File: src/rtl/grid_rect_first_fit_allocator_defines.svh
// ============================================================================
// Grid rectangle allocator assertion macros
// Shared property forms for the checks at the end of the top level.
// ============================================================================
`ifndef GRID_RECT_FIRST_FIT_ALLOCATOR_DEFINES_SVH
`define GRID_RECT_FIRST_FIT_ALLOCATOR_DEFINES_SVH

// Consequent must hold in the same cycle as the antecedent.
`define GRFF_ASSERT_NOW(label, ante, cons, msg) \
  label: assert property (@(posedge clk) disable iff (rst) (ante) |-> (cons)) \
    else $error(msg);

// Consequent must hold in the cycle after the antecedent.
`define GRFF_ASSERT_NEXT(label, ante, cons, msg) \
  label: assert property (@(posedge clk) disable iff (rst) (ante) |=> (cons)) \
    else $error(msg);

`endif

File: src/rtl/grff_pkg.sv
// ============================================================================
// Grid rectangle allocator package
// Request and result payloads, controller command and status groups, codes.
// ============================================================================
package grff_pkg;

  // Configuration port.
  localparam int CFG_IDX_W = 1;
  localparam int CFG_DATA_W = 5;
  localparam logic [CFG_IDX_W-1:0] REG_GRID_WIDTH = 1'd0;
  localparam logic [CFG_IDX_W-1:0] REG_GRID_HEIGHT = 1'd1;
  localparam logic [CFG_DATA_W-1:0] GRID_SIZE_RESET = 5'd16;

  // Request modes.
  localparam logic MODE_PLACE = 1'b0;
  localparam logic MODE_TEST = 1'b1;

  typedef struct packed {
    logic       mode;
    logic [4:0] item_width;
    logic [4:0] item_height;
    logic [3:0] at_x;
    logic [3:0] at_y;
    logic       skip_enable;
    logic [3:0] skip_x;
    logic [3:0] skip_y;
    logic [4:0] skip_width;
    logic [4:0] skip_height;
  } req_t;

  typedef struct packed {
    logic       found;
    logic [3:0] place_x;
    logic [3:0] place_y;
    logic       rotated;
  } res_t;

  // Commands from the controller to the datapath.
  typedef struct packed {
    logic load;
    logic swap;
    logic next_row;
    logic rd_start;
    logic rd_issue;
    logic marking;
    logic eval;
    logic pick;
    logic fail;
  } cmd_t;

  // Status from the datapath to the controller.
  typedef struct packed {
    logic pass_ok;
    logic last_row;
    logic fit_any;
    logic mode_test;
    logic rotated;
  } sts_t;

endpackage

File: src/rtl/grff_ram.sv
// ============================================================================
// Generic simple dual-port RAM
// One write port and one read port with registered read data.
// ============================================================================
module grff_ram #(
  parameter int WIDTH = 16,
  parameter int DEPTH = 16
) (
  input  logic                                 clk,
  input  logic                                 wr_en,
  input  logic [(DEPTH > 1 ? $clog2(DEPTH) : 1)-1:0] wr_addr,
  input  logic [WIDTH-1:0]                     wr_data,
  input  logic                                 rd_en,
  input  logic [(DEPTH > 1 ? $clog2(DEPTH) : 1)-1:0] rd_addr,
  output logic [WIDTH-1:0]                     rd_data
);

  logic [WIDTH-1:0] mem [DEPTH];

  // Write port.
  always_ff @(posedge clk) begin
    if (wr_en) begin
      mem[wr_addr] <= wr_data;
    end
  end

  // Registered read port.
  always_ff @(posedge clk) begin
    if (rd_en) begin
      rd_data <= mem[rd_addr];
    end
  end

endmodule

File: src/rtl/grff_ctrl.sv
// ============================================================================
// Grid rectangle allocator controller
// Sequences the row scan, window evaluation, rotation retry and marking.
// ============================================================================
module grff_ctrl import grff_pkg::*; (
  input  logic clk,
  input  logic rst,
  input  logic start,
  input  sts_t sts,
  output cmd_t cmd,
  output logic busy,
  output logic done
);

  localparam logic [3:0] S_IDLE      = 4'd0;
  localparam logic [3:0] S_CHECK     = 4'd1;
  localparam logic [3:0] S_READ      = 4'd2;
  localparam logic [3:0] S_WAIT      = 4'd3;
  localparam logic [3:0] S_EVAL      = 4'd4;
  localparam logic [3:0] S_PICK      = 4'd5;
  localparam logic [3:0] S_MARK      = 4'd6;
  localparam logic [3:0] S_MARK_WAIT = 4'd7;
  localparam logic [3:0] S_DONE      = 4'd8;

  logic [3:0] state;
  logic [3:0] state_next;

  // State register.
  always_ff @(posedge clk) begin
    if (rst) begin
      state <= S_IDLE;
    end else begin
      state <= state_next;
    end
  end

  // Next state and commands.
  always_comb begin
    state_next = state;
    cmd = '0;
    unique case (state)
      S_IDLE: begin
        if (start) begin
          cmd.load = 1'b1;
          state_next = S_CHECK;
        end
      end
      S_CHECK: begin
        // A failing bounds test at the current row ends the pass.
        if (sts.pass_ok) begin
          cmd.rd_start = 1'b1;
          state_next = S_READ;
        end else if (!sts.mode_test && !sts.rotated) begin
          cmd.swap = 1'b1;
        end else begin
          cmd.fail = 1'b1;
          state_next = S_DONE;
        end
      end
      S_READ: begin
        cmd.rd_issue = 1'b1;
        if (sts.last_row) begin
          state_next = S_WAIT;
        end
      end
      S_WAIT: begin
        state_next = S_EVAL;
      end
      S_EVAL: begin
        cmd.eval = 1'b1;
        state_next = S_PICK;
      end
      S_PICK: begin
        if (sts.mode_test) begin
          cmd.pick = 1'b1;
          state_next = S_DONE;
        end else if (sts.fit_any) begin
          cmd.pick = 1'b1;
          cmd.rd_start = 1'b1;
          state_next = S_MARK;
        end else begin
          cmd.next_row = 1'b1;
          state_next = S_CHECK;
        end
      end
      S_MARK: begin
        cmd.rd_issue = 1'b1;
        cmd.marking = 1'b1;
        if (sts.last_row) begin
          state_next = S_MARK_WAIT;
        end
      end
      S_MARK_WAIT: begin
        state_next = S_DONE;
      end
      S_DONE: begin
        state_next = S_IDLE;
      end
      default: begin
        state_next = S_IDLE;
      end
    endcase
  end

  assign busy = (state != S_IDLE);
  assign done = (state == S_DONE);

endmodule

File: src/rtl/grff_dp.sv
// ============================================================================
// Grid rectangle allocator datapath
// Occupancy memory, row accumulator, window fit vector and result registers.
// ============================================================================
module grff_dp import grff_pkg::*; #(
  parameter int MAX_COLS = 16,
  parameter int MAX_ROWS = 16
) (
  input  logic                  clk,
  input  logic                  rst,
  input  logic                  wr_en,
  input  logic [CFG_IDX_W-1:0]  wr_index,
  input  logic [CFG_DATA_W-1:0] wr_data,
  input  req_t                  request,
  input  cmd_t                  cmd,
  output sts_t                  sts,
  output res_t                  result
);

  localparam int XW = (MAX_COLS > 1) ? $clog2(MAX_COLS) : 1;
  localparam int YW = (MAX_ROWS > 1) ? $clog2(MAX_ROWS) : 1;
  localparam int SW = $clog2(MAX_COLS + MAX_ROWS + 64);

  logic [CFG_DATA_W-1:0] grid_w;
  logic [CFG_DATA_W-1:0] grid_h;
  req_t                  req_q;
  logic [4:0]            cur_w;
  logic [4:0]            cur_h;
  logic                  rot_q;
  logic [SW-1:0]         y_q;
  logic [SW-1:0]         r_q;
  logic [MAX_COLS-1:0]   acc;
  logic [MAX_COLS-1:0]   fit_q;
  logic [XW-1:0]         px_q;
  logic                  rd_pend;
  logic                  pend_mark;
  logic [SW-1:0]         rd_row_q;
  logic                  vld_q;
  logic [MAX_ROWS-1:0]   valid;
  res_t                  res_q;

  logic [SW-1:0]         cols;
  logic [SW-1:0]         rows;
  logic [MAX_COLS-1:0]   base;
  logic [MAX_COLS-1:0]   skip_mask;
  logic [MAX_COLS-1:0]   fit_vec;
  logic [XW-1:0]         first_x;
  logic                  fit_at;
  logic [SW-1:0]         rd_addr_full;
  logic [MAX_COLS-1:0]   ram_q;
  logic [MAX_COLS-1:0]   row_eff;
  logic [MAX_COLS-1:0]   row_skip;
  logic [MAX_COLS-1:0]   mark_mask;
  logic                  skip_on;
  logic                  ram_we;
  logic [YW-1:0]         ram_wr_addr;
  logic [YW-1:0]         ram_rd_addr;

  // Grid size registers.
  always_ff @(posedge clk) begin
    if (rst) begin
      grid_w <= GRID_SIZE_RESET;
      grid_h <= GRID_SIZE_RESET;
    end else if (wr_en) begin
      unique case (wr_index)
        REG_GRID_WIDTH:  grid_w <= wr_data;
        REG_GRID_HEIGHT: grid_h <= wr_data;
        default: ;
      endcase
    end
  end

  // Grid size in use, clipped to the bitmap.
  assign cols = (SW'(grid_w) > SW'(MAX_COLS)) ? SW'(MAX_COLS) : SW'(grid_w);
  assign rows = (SW'(grid_h) > SW'(MAX_ROWS)) ? SW'(MAX_ROWS) : SW'(grid_h);

  // Request, rectangle size and current row.
  always_ff @(posedge clk) begin
    if (cmd.load) begin
      req_q <= request;
      cur_w <= request.item_width;
      cur_h <= request.item_height;
      rot_q <= 1'b0;
      y_q   <= (request.mode == MODE_TEST) ? SW'(request.at_y) : '0;
    end else if (cmd.swap) begin
      cur_w <= cur_h;
      cur_h <= cur_w;
      rot_q <= 1'b1;
      y_q   <= '0;
    end else if (cmd.next_row) begin
      y_q <= y_q + SW'(1);
    end
  end

  // Row offset within the rectangle.
  always_ff @(posedge clk) begin
    if (cmd.rd_start) begin
      r_q <= '0;
    end else if (cmd.rd_issue) begin
      r_q <= r_q + SW'(1);
    end
  end

  assign rd_addr_full = y_q + r_q;
  assign ram_rd_addr  = YW'(rd_addr_full);

  // Window of the current width at column zero.
  always_comb begin
    for (int c = 0; c < MAX_COLS; c++) begin
      base[c] = (SW'(c) < SW'(cur_w));
    end
  end

  // Skip rectangle columns, clipped to the bitmap.
  always_comb begin
    for (int c = 0; c < MAX_COLS; c++) begin
      skip_mask[c] = (SW'(c) >= SW'(req_q.skip_x)) &&
                     (SW'(c) < SW'(req_q.skip_x) + SW'(req_q.skip_width));
    end
  end

  assign skip_on = (req_q.mode == MODE_TEST) && req_q.skip_enable;

  // Row word as read, with unwritten rows free and skip cells freed.
  assign row_eff = vld_q ? ram_q : '0;
  assign row_skip = (skip_on && (rd_row_q >= SW'(req_q.skip_y)) &&
                     (rd_row_q < SW'(req_q.skip_y) + SW'(req_q.skip_height))) ?
                    skip_mask : '0;
  assign mark_mask = base << px_q;

  // Read pipeline tracking.
  always_ff @(posedge clk) begin
    if (rst) begin
      rd_pend   <= 1'b0;
      pend_mark <= 1'b0;
    end else begin
      rd_pend   <= cmd.rd_issue;
      pend_mark <= cmd.marking;
    end
  end

  always_ff @(posedge clk) begin
    if (cmd.rd_issue) begin
      rd_row_q <= rd_addr_full;
      vld_q    <= valid[ram_rd_addr];
    end
  end

  // Occupancy of the rows under the rectangle, OR-ed together.
  always_ff @(posedge clk) begin
    if (cmd.rd_start) begin
      acc <= '0;
    end else if (rd_pend && !pend_mark) begin
      acc <= acc | (row_eff & ~row_skip);
    end
  end

  // Read-modify-write of rows while marking.
  assign ram_we      = rd_pend && pend_mark;
  assign ram_wr_addr = YW'(rd_row_q);

  always_ff @(posedge clk) begin
    if (rst) begin
      valid <= '0;
    end else if (ram_we) begin
      valid[ram_wr_addr] <= 1'b1;
    end
  end

  grff_ram #(
    .WIDTH (MAX_COLS),
    .DEPTH (MAX_ROWS)
  ) u_occ_ram (
    .clk     (clk),
    .wr_en   (ram_we),
    .wr_addr (ram_wr_addr),
    .wr_data (row_eff | mark_mask),
    .rd_en   (cmd.rd_issue),
    .rd_addr (ram_rd_addr),
    .rd_data (ram_q)
  );

  // Fit test of every column position against the accumulated rows.
  always_comb begin
    for (int x = 0; x < MAX_COLS; x++) begin
      fit_vec[x] = (SW'(x) + SW'(cur_w) <= cols) && ((acc & (base << x)) == '0);
    end
  end

  always_ff @(posedge clk) begin
    if (cmd.eval) begin
      fit_q <= fit_vec;
    end
  end

  // Leftmost fitting column.
  always_comb begin
    first_x = '0;
    for (int x = MAX_COLS - 1; x >= 0; x--) begin
      if (fit_q[x]) begin
        first_x = XW'(x);
      end
    end
  end

  assign fit_at = (SW'(req_q.at_x) < SW'(MAX_COLS)) && fit_q[XW'(req_q.at_x)];

  // Result registers.
  always_ff @(posedge clk) begin
    if (cmd.fail) begin
      res_q <= '0;
    end else if (cmd.pick) begin
      if (req_q.mode == MODE_TEST) begin
        res_q <= res_t'{found: fit_at, place_x: 4'd0, place_y: 4'd0, rotated: 1'b0};
      end else begin
        res_q.found   <= 1'b1;
        res_q.place_x <= 4'(first_x);
        res_q.place_y <= 4'(y_q);
        res_q.rotated <= rot_q;
        px_q          <= first_x;
      end
    end
  end

  // Status to the controller.
  always_comb begin
    sts.pass_ok   = (cur_w != '0) && (cur_h != '0) && (SW'(cur_w) <= cols) &&
                    (y_q + SW'(cur_h) <= rows);
    sts.last_row  = (r_q == SW'(cur_h) - SW'(1));
    sts.fit_any   = |fit_q;
    sts.mode_test = (req_q.mode == MODE_TEST);
    sts.rotated   = rot_q;
  end

  assign result = res_q;

endmodule

File: src/rtl/grid_rect_first_fit_allocator.sv
// ============================================================================
// Grid rectangle first-fit allocator
// Keeps a cell occupancy bitmap and places or tests rectangles on it.
// ============================================================================
// Usage: raise start with a request while busy is low; the request is taken
// at that edge and busy stays high until the result is delivered. The result
// is shown for exactly one cycle with done high; there is no back-pressure,
// so the receiver must take it then. busy falls in the cycle after done.
// A test request (mode 1) reads every row under the rectangle before the
// evaluation, and no row when the rectangle cannot lie inside the grid there.
// A place request (mode 0) scans the top-left rows in turn; for each row it
// reads the h rows starting there, h being the height of the orientation being
// tried: one memory read per covered row, then one evaluation of all columns
// of that row at once. Each orientation scans at most grid_height rows; a
// success then marks the occupied rows with a read-modify-write of each.
// The scan speed is set by the single read port of the occupancy memory.
// The grid size registers are written through wr_en, wr_index and wr_data
// while busy is low. Reset frees every cell at once, sets both grid sizes to
// 16 and returns the controller to idle.
// ============================================================================
`include "grid_rect_first_fit_allocator_defines.svh"

module grid_rect_first_fit_allocator import grff_pkg::*; #(
  parameter int MAX_COLS = 16,
  parameter int MAX_ROWS = 16
) (
  input  logic                  clk,
  input  logic                  rst,
  input  logic                  wr_en,
  input  logic [CFG_IDX_W-1:0]  wr_index,
  input  logic [CFG_DATA_W-1:0] wr_data,
  input  logic                  start,
  input  req_t                  request,
  output logic                  busy,
  output logic                  done,
  output res_t                  result
);

  cmd_t cmd;
  sts_t sts;

  // Controller.
  grff_ctrl u_ctrl (
    .clk   (clk),
    .rst   (rst),
    .start (start),
    .sts   (sts),
    .cmd   (cmd),
    .busy  (busy),
    .done  (done)
  );

  // Datapath.
  grff_dp #(
    .MAX_COLS (MAX_COLS),
    .MAX_ROWS (MAX_ROWS)
  ) u_dp (
    .clk      (clk),
    .rst      (rst),
    .wr_en    (wr_en),
    .wr_index (wr_index),
    .wr_data  (wr_data),
    .request  (request),
    .cmd      (cmd),
    .sts      (sts),
    .result   (result)
  );

  // Checks on the request flow and result encoding.
  `GRFF_ASSERT_NEXT(a_start_busy, start && !busy, busy, "request accepted but not busy")
  `GRFF_ASSERT_NEXT(a_done_idle, done, !busy && !done, "no return to idle after result")
  `GRFF_ASSERT_NOW(a_done_busy, done, busy, "result delivered while idle")
  `GRFF_ASSERT_NOW(a_miss_zero, done && !result.found, (result.place_x == 4'd0) && (result.place_y == 4'd0) && !result.rotated, "miss with nonzero position")

endmodule

File: config.mk
export PLATFORM = sky130hd
export DESIGN_NAME = grid_rect_first_fit_allocator
export DESIGN_NICKNAME = d
export VERILOG_FILES = /design/src/rtl/grff_pkg.sv /design/src/rtl/grff_ram.sv /design/src/rtl/grff_ctrl.sv /design/src/rtl/grff_dp.sv /design/src/rtl/grid_rect_first_fit_allocator.sv
export VERILOG_INCLUDE_DIRS = /design/src /design/src/rtl
export SDC_FILE = /design/constraint.sdc
export NUM_CORES = 1
export LEC_CHECK = 0
export BUFFER_PORTS_ARGS = -buffer_cell sky130_fd_sc_hd__buf_2
export CORE_UTILIZATION = 49
export CTS_CLUSTER_SIZE = 14
export DETAILED_ROUTE_END_ITERATION = 16
export PLACE_DENSITY = 0.75
export SKIP_LAST_GASP = 1
export SYNTH_ARGS = -nofsm -noshare
export SYNTH_HDL_FRONTEND = slang
export SYNTH_SLANG_ARGS = --single-unit
File: constraint.sdc
create_clock -name clk -period 9.8 [get_ports clk]
set_input_delay 1.96 -clock clk [delete_from_list [all_inputs] [get_ports clk]]
set_output_delay 1.96 -clock clk [all_outputs]
set_load 0.01 [all_outputs]
==> results of run 1 <==
per-stage QoR:
| step | hold slack [ns] | area [µm²] | cells |
|---|---|---|---|
| after floorplan | 0.432 | 20300 | 1527 |
| after global placement | 0.442 | 21300 | 2069 |
| after detailed placement | 0.455 | 21300 | 2069 |
| after CTS | 0.470 | 22800 | 2145 |
| after global routing | 0.488 | 22800 | 2145 |
| final | 0.466 | 22800 | 2145 |
area by class of cell:
type / instances / area, µm²
fill: 3169 / 18100
clock inverter: 22 / 323
sequential: 407 / 11600
multi-input combinational: 978 / 8280
inverter: 60 / 225
clock buffer: 54 / 1170
timing repair buffer: 92 / 543
tap: 532 / 666
layer usage:
layer  GRT usage  up-vias  wire length, µm
li1            -     6057                -
met1       0.323     6770            21100
met2       0.423      699            25600
met3      0.0439      155             4160
met4       0.112        0             2290
met5           0        -                0
worst max path at each step:
stage               cells past startpoint     startpoint                        end  slack (ns)
floorplan                               5          start              u_dp.cur_h[0]        6.07
global placement                        8  u_dp.cur_w[2]   u_dp.u_occ_ram.mem[0][9]        5.93
detailed placement                      9  u_dp.cur_w[3]  u_dp.u_occ_ram.mem[10][9]        5.72
CTS                                     9  u_dp.cur_w[3]   u_dp.u_occ_ram.mem[0][9]        5.66
global route                            8  u_dp.cur_w[2]  u_dp.u_occ_ram.mem[1][12]        5.57
finish                                  8  u_dp.cur_w[2]  u_dp.u_occ_ram.mem[3][12]        5.82
cells in the final DEF, fill, tap and decap left out, drive strengths merged, types with 9 or more instances in the layout:
cell    synthesis  routed
mux4           90      90
nor2           96      96
ha             97      97
a31oi          28      28
a21o           43      43
o21a           12      12
edfxtp        341     341
dfxtp          66      66
inv            59      59
nand3          39      39
a22oi          18      18
clkinv          1      16
xor2           17      17
nand2          97      97
buf            17      92
and3           12      12
a21oi          84      84
a22o           12      12
nor2b          24      24
a221oi         15      15
nor3           17      17
o21ai          54      54
xnor2          39      39
a211oi         19      19
nand2b         17      17
nand4           9       9
clkbuf         65      54
power by group:
group	internal [µW]	switching, µW	total (µW)
clock	1010	688	1700
combinational	1590	1920	3510
sequential	2130	253	2390
total	4730	2860	7590
state kept, by name (all words and copies together) (netlist names), 7 cells and up:
name and count:
u_dp.y_q 7, u_dp.u_occ_ram.rd_data 16, u_dp.u_occ_ram.mem 256, u_dp.fit_q 16, u_dp.rd_row_q 7, u_dp.valid 16
u_dp.acc 16, u_dp.r_q 7, u_dp.req_q 23, u_dp.result 10
logic make-up after synthesis:
group | Yosys count
AO/OA/AOI/OAI | 362
multiplexers | 104
flip-flops | 407
buffers and inverters | 142
adder cells (fa/ha/maj) | 101
XOR/XNOR | 56
AND/OR/NAND/NOR | 355
==> results, run 1 <==
- By count the netlist is led by 341 x edfxtp_1, 97 x ha_1, 97 x nand2_1.
- The area fraction in and, or, nand and nor cells after synthesis is 0.0851.
- The stage delay of the slowest cell on the critical path is ~0.85 ns.
- Routability-driven placement finished with a final weighted congestion of around 0.94.
- The fraction of synthesized area in multiplexers is 0.107.
- The die area is around 42000 µm².
- The worst register-to-register path ends at u_dp.u_occ_ram.mem[3][12].
- The most common cell in the synthesized netlist is edfxtp_1.
- STA puts the critical path data required time at ~10 ns.
- The cell family contributing the most delay on the critical path is compound AO/OA/AOI/OAI gates.
- The number of violations of the max-capacitance limit is 0.
- The run finished with clean final reports.
- The number of primary I/O pins is 60.
- For flop-to-flop paths, the worst setup slack is slightly below 6 ns.
- The end point of the most critical hold path is u_dp.result[5].
- The detailed placement HPWL is ~35000 µm.
- The main combinational cell family by area after synthesis is compound AO/OA/AOI/OAI gates.
- In the synthesized netlist the async set-or-reset flop fraction comes to 0.
- The clock net in this run drives a total of 407 sinks.
- Of the total synthesized cell area, the portion taken by full adders, half adders and majority gates is 0.0638.
- The number of port buffers is between 50 and 60.
- The antenna violation net count after detailed routing is 0.
- Dividing total power by cell area gives a power density of about 330 nW/µm².
- The final standard cell utilization of the core is 0.558.
- The compound-gate portion of the synthesized area was 0.122.
- The worst hold path stage count is 1.
- In this run the number of H-tree levels came out at 2.
- The final layout contains around 1.7k nets.
- The cell with the biggest individual delay on the critical path is a31oi_1.
- The post-cts gate resize count is 0.
- The synthesized design spends more area on one cell type than any other, namely edfxtp_1.
- In this run the critical register-to-register path is launched from u_dp.cur_w[2].
- The clock latency reported for the late side of the worst-skew pair is roughly 0.57 ns.
- During synthesis, Yosys emitted a total of 0 warnings.
- The cell depth of the worst flop-to-flop path is 8.
- The final setup violation count is 0.
- Of the total synthesized cell area, the portion taken by XOR and XNOR cells is 0.0242.
- The total area inside the core boundary comes to just over 40000 µm².
- TritonCTS built the clock tree.
- The number of DRC violations after detailed-routing iteration 0 is 1587.
- In the synthesized netlist the dominant register cell turns out to be edfxtp_1.
- STA puts the critical path data arrival time at roughly 4.2 ns.
- The effective utilization at floorplan is 0.497.
- The number of antenna diodes in the final layout is 0.
- The worst setup path is captured at a flop.
- For the pin with the worst max-slew slack, the measured transition is around 1.2 ns.
- IR analysis of the VDD net gives a maximum drop of around 0.28 mV.
- Entering global routing, the biggest net connects 70 pins.
- Prior to clock tree synthesis, the placed netlist has a worst setup slack of 5.72 ns.
- In the finished design, the share of the clock period the worst path needs comes to 0.406.
- Synthesis produced about 1.5k cells.
- The kind of start point of the critical path is a flop.
- In this run, synthesis inferred 341 flip-flops with an integrated enable.
- The origin of the worst min-delay path is u_dp.result[5].
- In this run the cell area of the synthesized design comes to 20300 µm².
- The number of max-slew violations in the final report is 0.
- Counting distinct cell types in the post-synthesis netlist gives 76.
- Together, buffers and inverters on the worst path number 1.
- The floorplan has between 70 and 80 rows.
- The floorplan step set the die height to around 210 µm.
- The total count of hold-check failures in the final report is 0.
- The final clock skew is 0.0259 ns.
- The maximum fanout along the worst path is 21.
- The clock passes through at most 3 buffers.
- The tree is rooted in a clkbuf_16.
- For this design, the CTS-stage hold fixing added 0 buffers.
- The overall power of the completed layout is ~7600 µW.
- After layout, the minimum clock period comes to roughly 4 ns.
- The relative area change from synthesis to final layout is 12.3%.
- For this run, the total global-route usage over all layers was measured as 0.253.
- After synthesis the netlist holds a flip-flop and latch count of 407.
- The post-CTS clock slew at the launch and capture registers of the worst setup and hold paths is 0.06 ns.
- The number of global-route vias before repair is 13.6k.
- The worst path setup slack after routing is 5.82 ns.
- The first global-routing pass estimated between 70000 and 80000 µm of wire.
- The post-detailed-route via-to-cell ratio is about 6.4.
- Summing over every cut layer, the via total after detailed routing is about 14k.
- Walking the worst path, the cells encountered are inv_1 -> ha_1 -> nand2_1 -> o21ai_0 -> nand2_1 -> o21ai_0 -> and3_1 -> a31oi_1.
- After synthesis, the cell types taking the most area are edfxtp_1 51%, mux4_2 10%, dfxtp_1 6.5%, ha_1 6.0%, a21oi_1 2.1%.
- The floorplan step set the die width to ~210 µm.
- Wires add up to about 53000 µm.
- In the final timing run, aggregate negative setup slack is 0 ns.
- In the final layout, the share of cells above drive strength 1 is 0.177.
- For this run, design rule violations remaining after detail routing come to 0.
- For this run, the detailed router's first-pass iteration total came to 6.
- The worst max-slew margin expressed relative to the limit is 0.207.
- After synthesis, the mean cell area works out to around 13 µm².
- Setup repair after global routing left no endpoint under its margin.
- After global routing the overflow that remains totals 0.
- The fraction of the yosys area taken by sequential cells is 0.570.
- The average wire per standard cell is 24.8 µm.
- The portion of synthesized cell area occupied by the leading cell type is 0.505.
- Once the clock tree was built, the setup fixing pass inserted 0 buffers.
- Based on the critical path, the design can be clocked at up to between 200 and 300 MHz.
- The worst min-delay path class is reg -> reg.
- Summed over all cells, the static leakage comes to ~0.0082 µW.
- The critical path in this run is classified as reg -> reg.
- Clock tree synthesis inserted a total of 42 buffers.
- The number of antenna violations at the first check in global routing was 0.
- The post-synth net total is 1676.
Note: power is estimated with default switching activity, not from simulation.
==> run 2, diff against run 1 <==
Clock period 9.8 ns to 3.8 ns, I/O delays scaled along.
==> run 2 against run 1 <==
  * Maximum frequency rose by 14%
  * Design area rose by 0.52%
  * Sequential power rose to 2.5 times the previous value
  * Global-route usage rose by 0.27 points
  * Critical path type unchanged
  * Highest routed layer unchanged
  * First-iteration DRC count fell by 6.2%
  * Final cell count rose by 1.4%
  * Critical path depth rose by 3
  * Die area did not move
==> results, run 2 (synthesis results as in run 1) <==
- The flow ran to the end, and the final reports show no timing, DRC or antenna violations.
- The core box area is 40800 µm² (unchanged).
- In this run the clock root is driven by a clkbuf_16.
- The post-CTS clock slew at the launch and capture registers of the worst setup and hold paths is 0.06 ns (about the same).
- The instance area after placement is 21500 µm² (+1.3%).
- The average wire per standard cell is 24.4 µm (-1.6%).
- The data required time of the worst path is 4.11 ns (-5.88 ns).
- The effective utilization at floorplan is 0.497 (unchanged).
- The register name with the most flops is u_dp.u_occ_ram.mem.
- The number of primary I/O pins came to 60 (unchanged).
- The critical path endpoint category is a flop.
- The share of the clock period used by the worst path was 0.922 (+0.516).
- The number of cells after detailed placement was 2100 (+1.5%).
- The clock latency reported for the late side of the worst-skew pair was 0.57 ns (about the same).
- The number of antenna violations at the first check in global routing was 0 (unchanged).
- The number of max-slew violations in the final report came to 0 (unchanged).
- The number of buffers created by CTS is 41 (-2.4%).
- The relative area change from synthesis to final layout is 12.9%.
- The maximum number of pins on one net before global-route repair came to 70 (unchanged).
- The slew at the pin with the worst max-slew slack came to 1.33 ns (+0.145 ns).
- The largest registers in the layout are u_dp.u_occ_ram.mem (256), u_dp.req_q (23).
- The die boundary height is 205 µm (unchanged).
- The time the final worst path needs with I/O delays and setup is 3.50 ns (-0.478 ns).
- The overall power of the completed layout is 19600 µW (+160%).
- The final clock skew came to 0.0177 ns (-0.00821 ns).
- The detailed placement HPWL came to 35000 µm (+0.85%).
- The top cell types in the final layout, fill and taps aside, are 341 x edfxtp_1, 97 x nand2_1, 96 x ha_1, 90 x mux4_2.
- The fraction of layout cells with a size suffix above 1 is 0.190 (+0.0131).
- The final net count is 1760 (+1.7%).
- The total negative slack was 0 ns (unchanged).
- The library cell used most frequently in the layout, excluding fill and tap cells, is edfxtp_1.
- The worst min-delay path class is in -> reg.
- The total power divided by cell area is 855 nW/µm² (+160%).
- The detailed-route wire length is 53000 µm (-0.23%).
- The maximum fanout along the worst path was 10 (-52%).
- The number of inserted filler cells in the final layout is 3227 (+1.8%).
- The TritonCTS clock tree is done.
- The count of hold-fix buffers inserted at cts is 0 (unchanged).
- The count of standard-cell rows was 74 (unchanged).
- The final standard cell area without fillers is 22900 µm² (+0.52%).
- The data arrival time of the critical path is 3.81 ns (-0.36 ns).
- The sum of overflow across all layers after global routing is 0 (unchanged).
- The post-cts gate resize count came to 0 (unchanged).
- The peak supply drop came to 0.770 mV (+170%).
- The global-route wire length before repair came to 80800 µm (+1.4%).
- The number of iterations in the first detailed-routing pass was 6 (unchanged).
- By startpoint and endpoint, the worst setup path is classified as reg -> reg.
- The number of global-route vias before repair is 13.8k (+1.6%).
- The number of DRC violations after detailed-routing iteration 0 is 1488 (-6.2%).
- The die area is 42200 µm² (unchanged).
- The total inserted antenna cells is 0 (unchanged).
- The first element of the critical path is u_dp.cur_h[0].
- The total routing resource utilization after global routing is 0.256 (+0.00266).
- The post-CTS setup buffer count is 0 (unchanged).
- The highest attainable clock frequency was 285 MHz (+14%).
- The flip-flop count of the largest register, all copies and words added is 256 (unchanged).
- The leakage component of the power is 0.00826 µW (+1.1%).
- The residual DRC count is 0 (unchanged).
- The worst setup path is launched from a flop.
- The vias after detailed routing is 13.7k (+0.31%).
- The final setup violation count is 0 (unchanged).
- The number of violations of the max-capacitance limit came to 0 (unchanged).
- The number of buffers on the longest clock path came to 3 (unchanged).
- The worst max-slew margin expressed relative to the limit came to 0.110 (-0.0972).
- The post-detailed-route via-to-cell ratio is 6.31 (-1.1%).
- The number of port buffers is 59 (unchanged).
- The total count of hold-check failures in the final report is 0 (unchanged).
- The final weighted congestion of routability-driven global placement was 0.914 (-3.0%).
- The count of placed standard cells in the final layout, fillers left out is 2176 (+1.4%).
- The origin of the worst min-delay path is request[4].
- Setup repair after global routing left no endpoint under its margin.
- The horizontal die dimension came to 205 µm (unchanged).
- The number of H-tree branching levels is 2 (unchanged).
- The antenna violation net count after detailed routing is 0 (unchanged).
- The clock sink count is 407 (unchanged).
- The worst register-to-register path begins at u_dp.cur_h[0].
-- run 2: through the flow --
step | util | hold slack, ns | worst slack, ns
2_1_floorplan | - | 0.432 | 0.450
3_3_place_gp | 0.528 | 0.441 | 0.294
3_5_place_dp | 0.528 | 0.446 | 0.234
4_1_cts | 0.560 | 0.343 | 0.219
5_1_grt | 0.560 | 0.350 | 0.0782
6_report | 0.560 | 0.365 | 0.296
-- run 2: critical path: stages (launching register included) --
cell	delay [ns]
edfxtp_1	0.46
ha_1	0.27
fa_1	0.41
a21o_1	0.19
a21oi_1	0.18
xnor2_1	0.14
ha_1	0.28
a21o_1	0.16
o21ai_0	0.18
nand4_2	0.18
and3_1	0.31
or3b_4	0.47
-- run 2: power by group --
| group | switching, µW | internal (µW) | total, µW |
|---|---|---|---|
| Combinational | 5170 | 4360 | 9540 |
| Clock | 1720 | 2320 | 4040 |
| Sequential | 503 | 5490 | 6000 |
| Total | 7400 | 12200 | 19600 |
-- run 2: path summary, 6_finish.rpt --
kind                                       end  slack (ns)  depth (start not counted)
worst min register to register  u_dp.grid_h[0]        0.46                          2
worst min-delay path             u_dp.req_q[4]        0.37                          1
worst max register to register     u_dp.y_q[3]        0.30                         11
worst max-delay path               u_dp.y_q[3]        0.30                         11
-- run 2: layer usage --
| metal | GRT usage | part of all wire | vias to the layer above |
|---|---|---|---|
| met5 | 0 | 0 | - |
| met4 | 0.106 | 0.039 | 0 |
| met3 | 0.0386 | 0.071 | 144 |
| met2 | 0.437 | 0.50 | 645 |
| met1 | 0.325 | 0.39 | 6809 |
| li1 | - | - | 6125 |
-- run 2: layout make-up --
| type | instances | area [µm²] | share of cell area |
|---|---|---|---|
| Tap cell | 532 | 666 | 0.0291 |
| Timing Repair Buffer | 123 | 813 | 0.0355 |
| Inverter | 60 | 225 | 0.00984 |
| Clock inverter | 24 | 246 | 0.0108 |
| Clock buffer | 52 | 1090 | 0.0476 |
| Multi-Input combinational cell | 978 | 8280 | 0.362 |
| Sequential cell | 407 | 11600 | 0.505 |
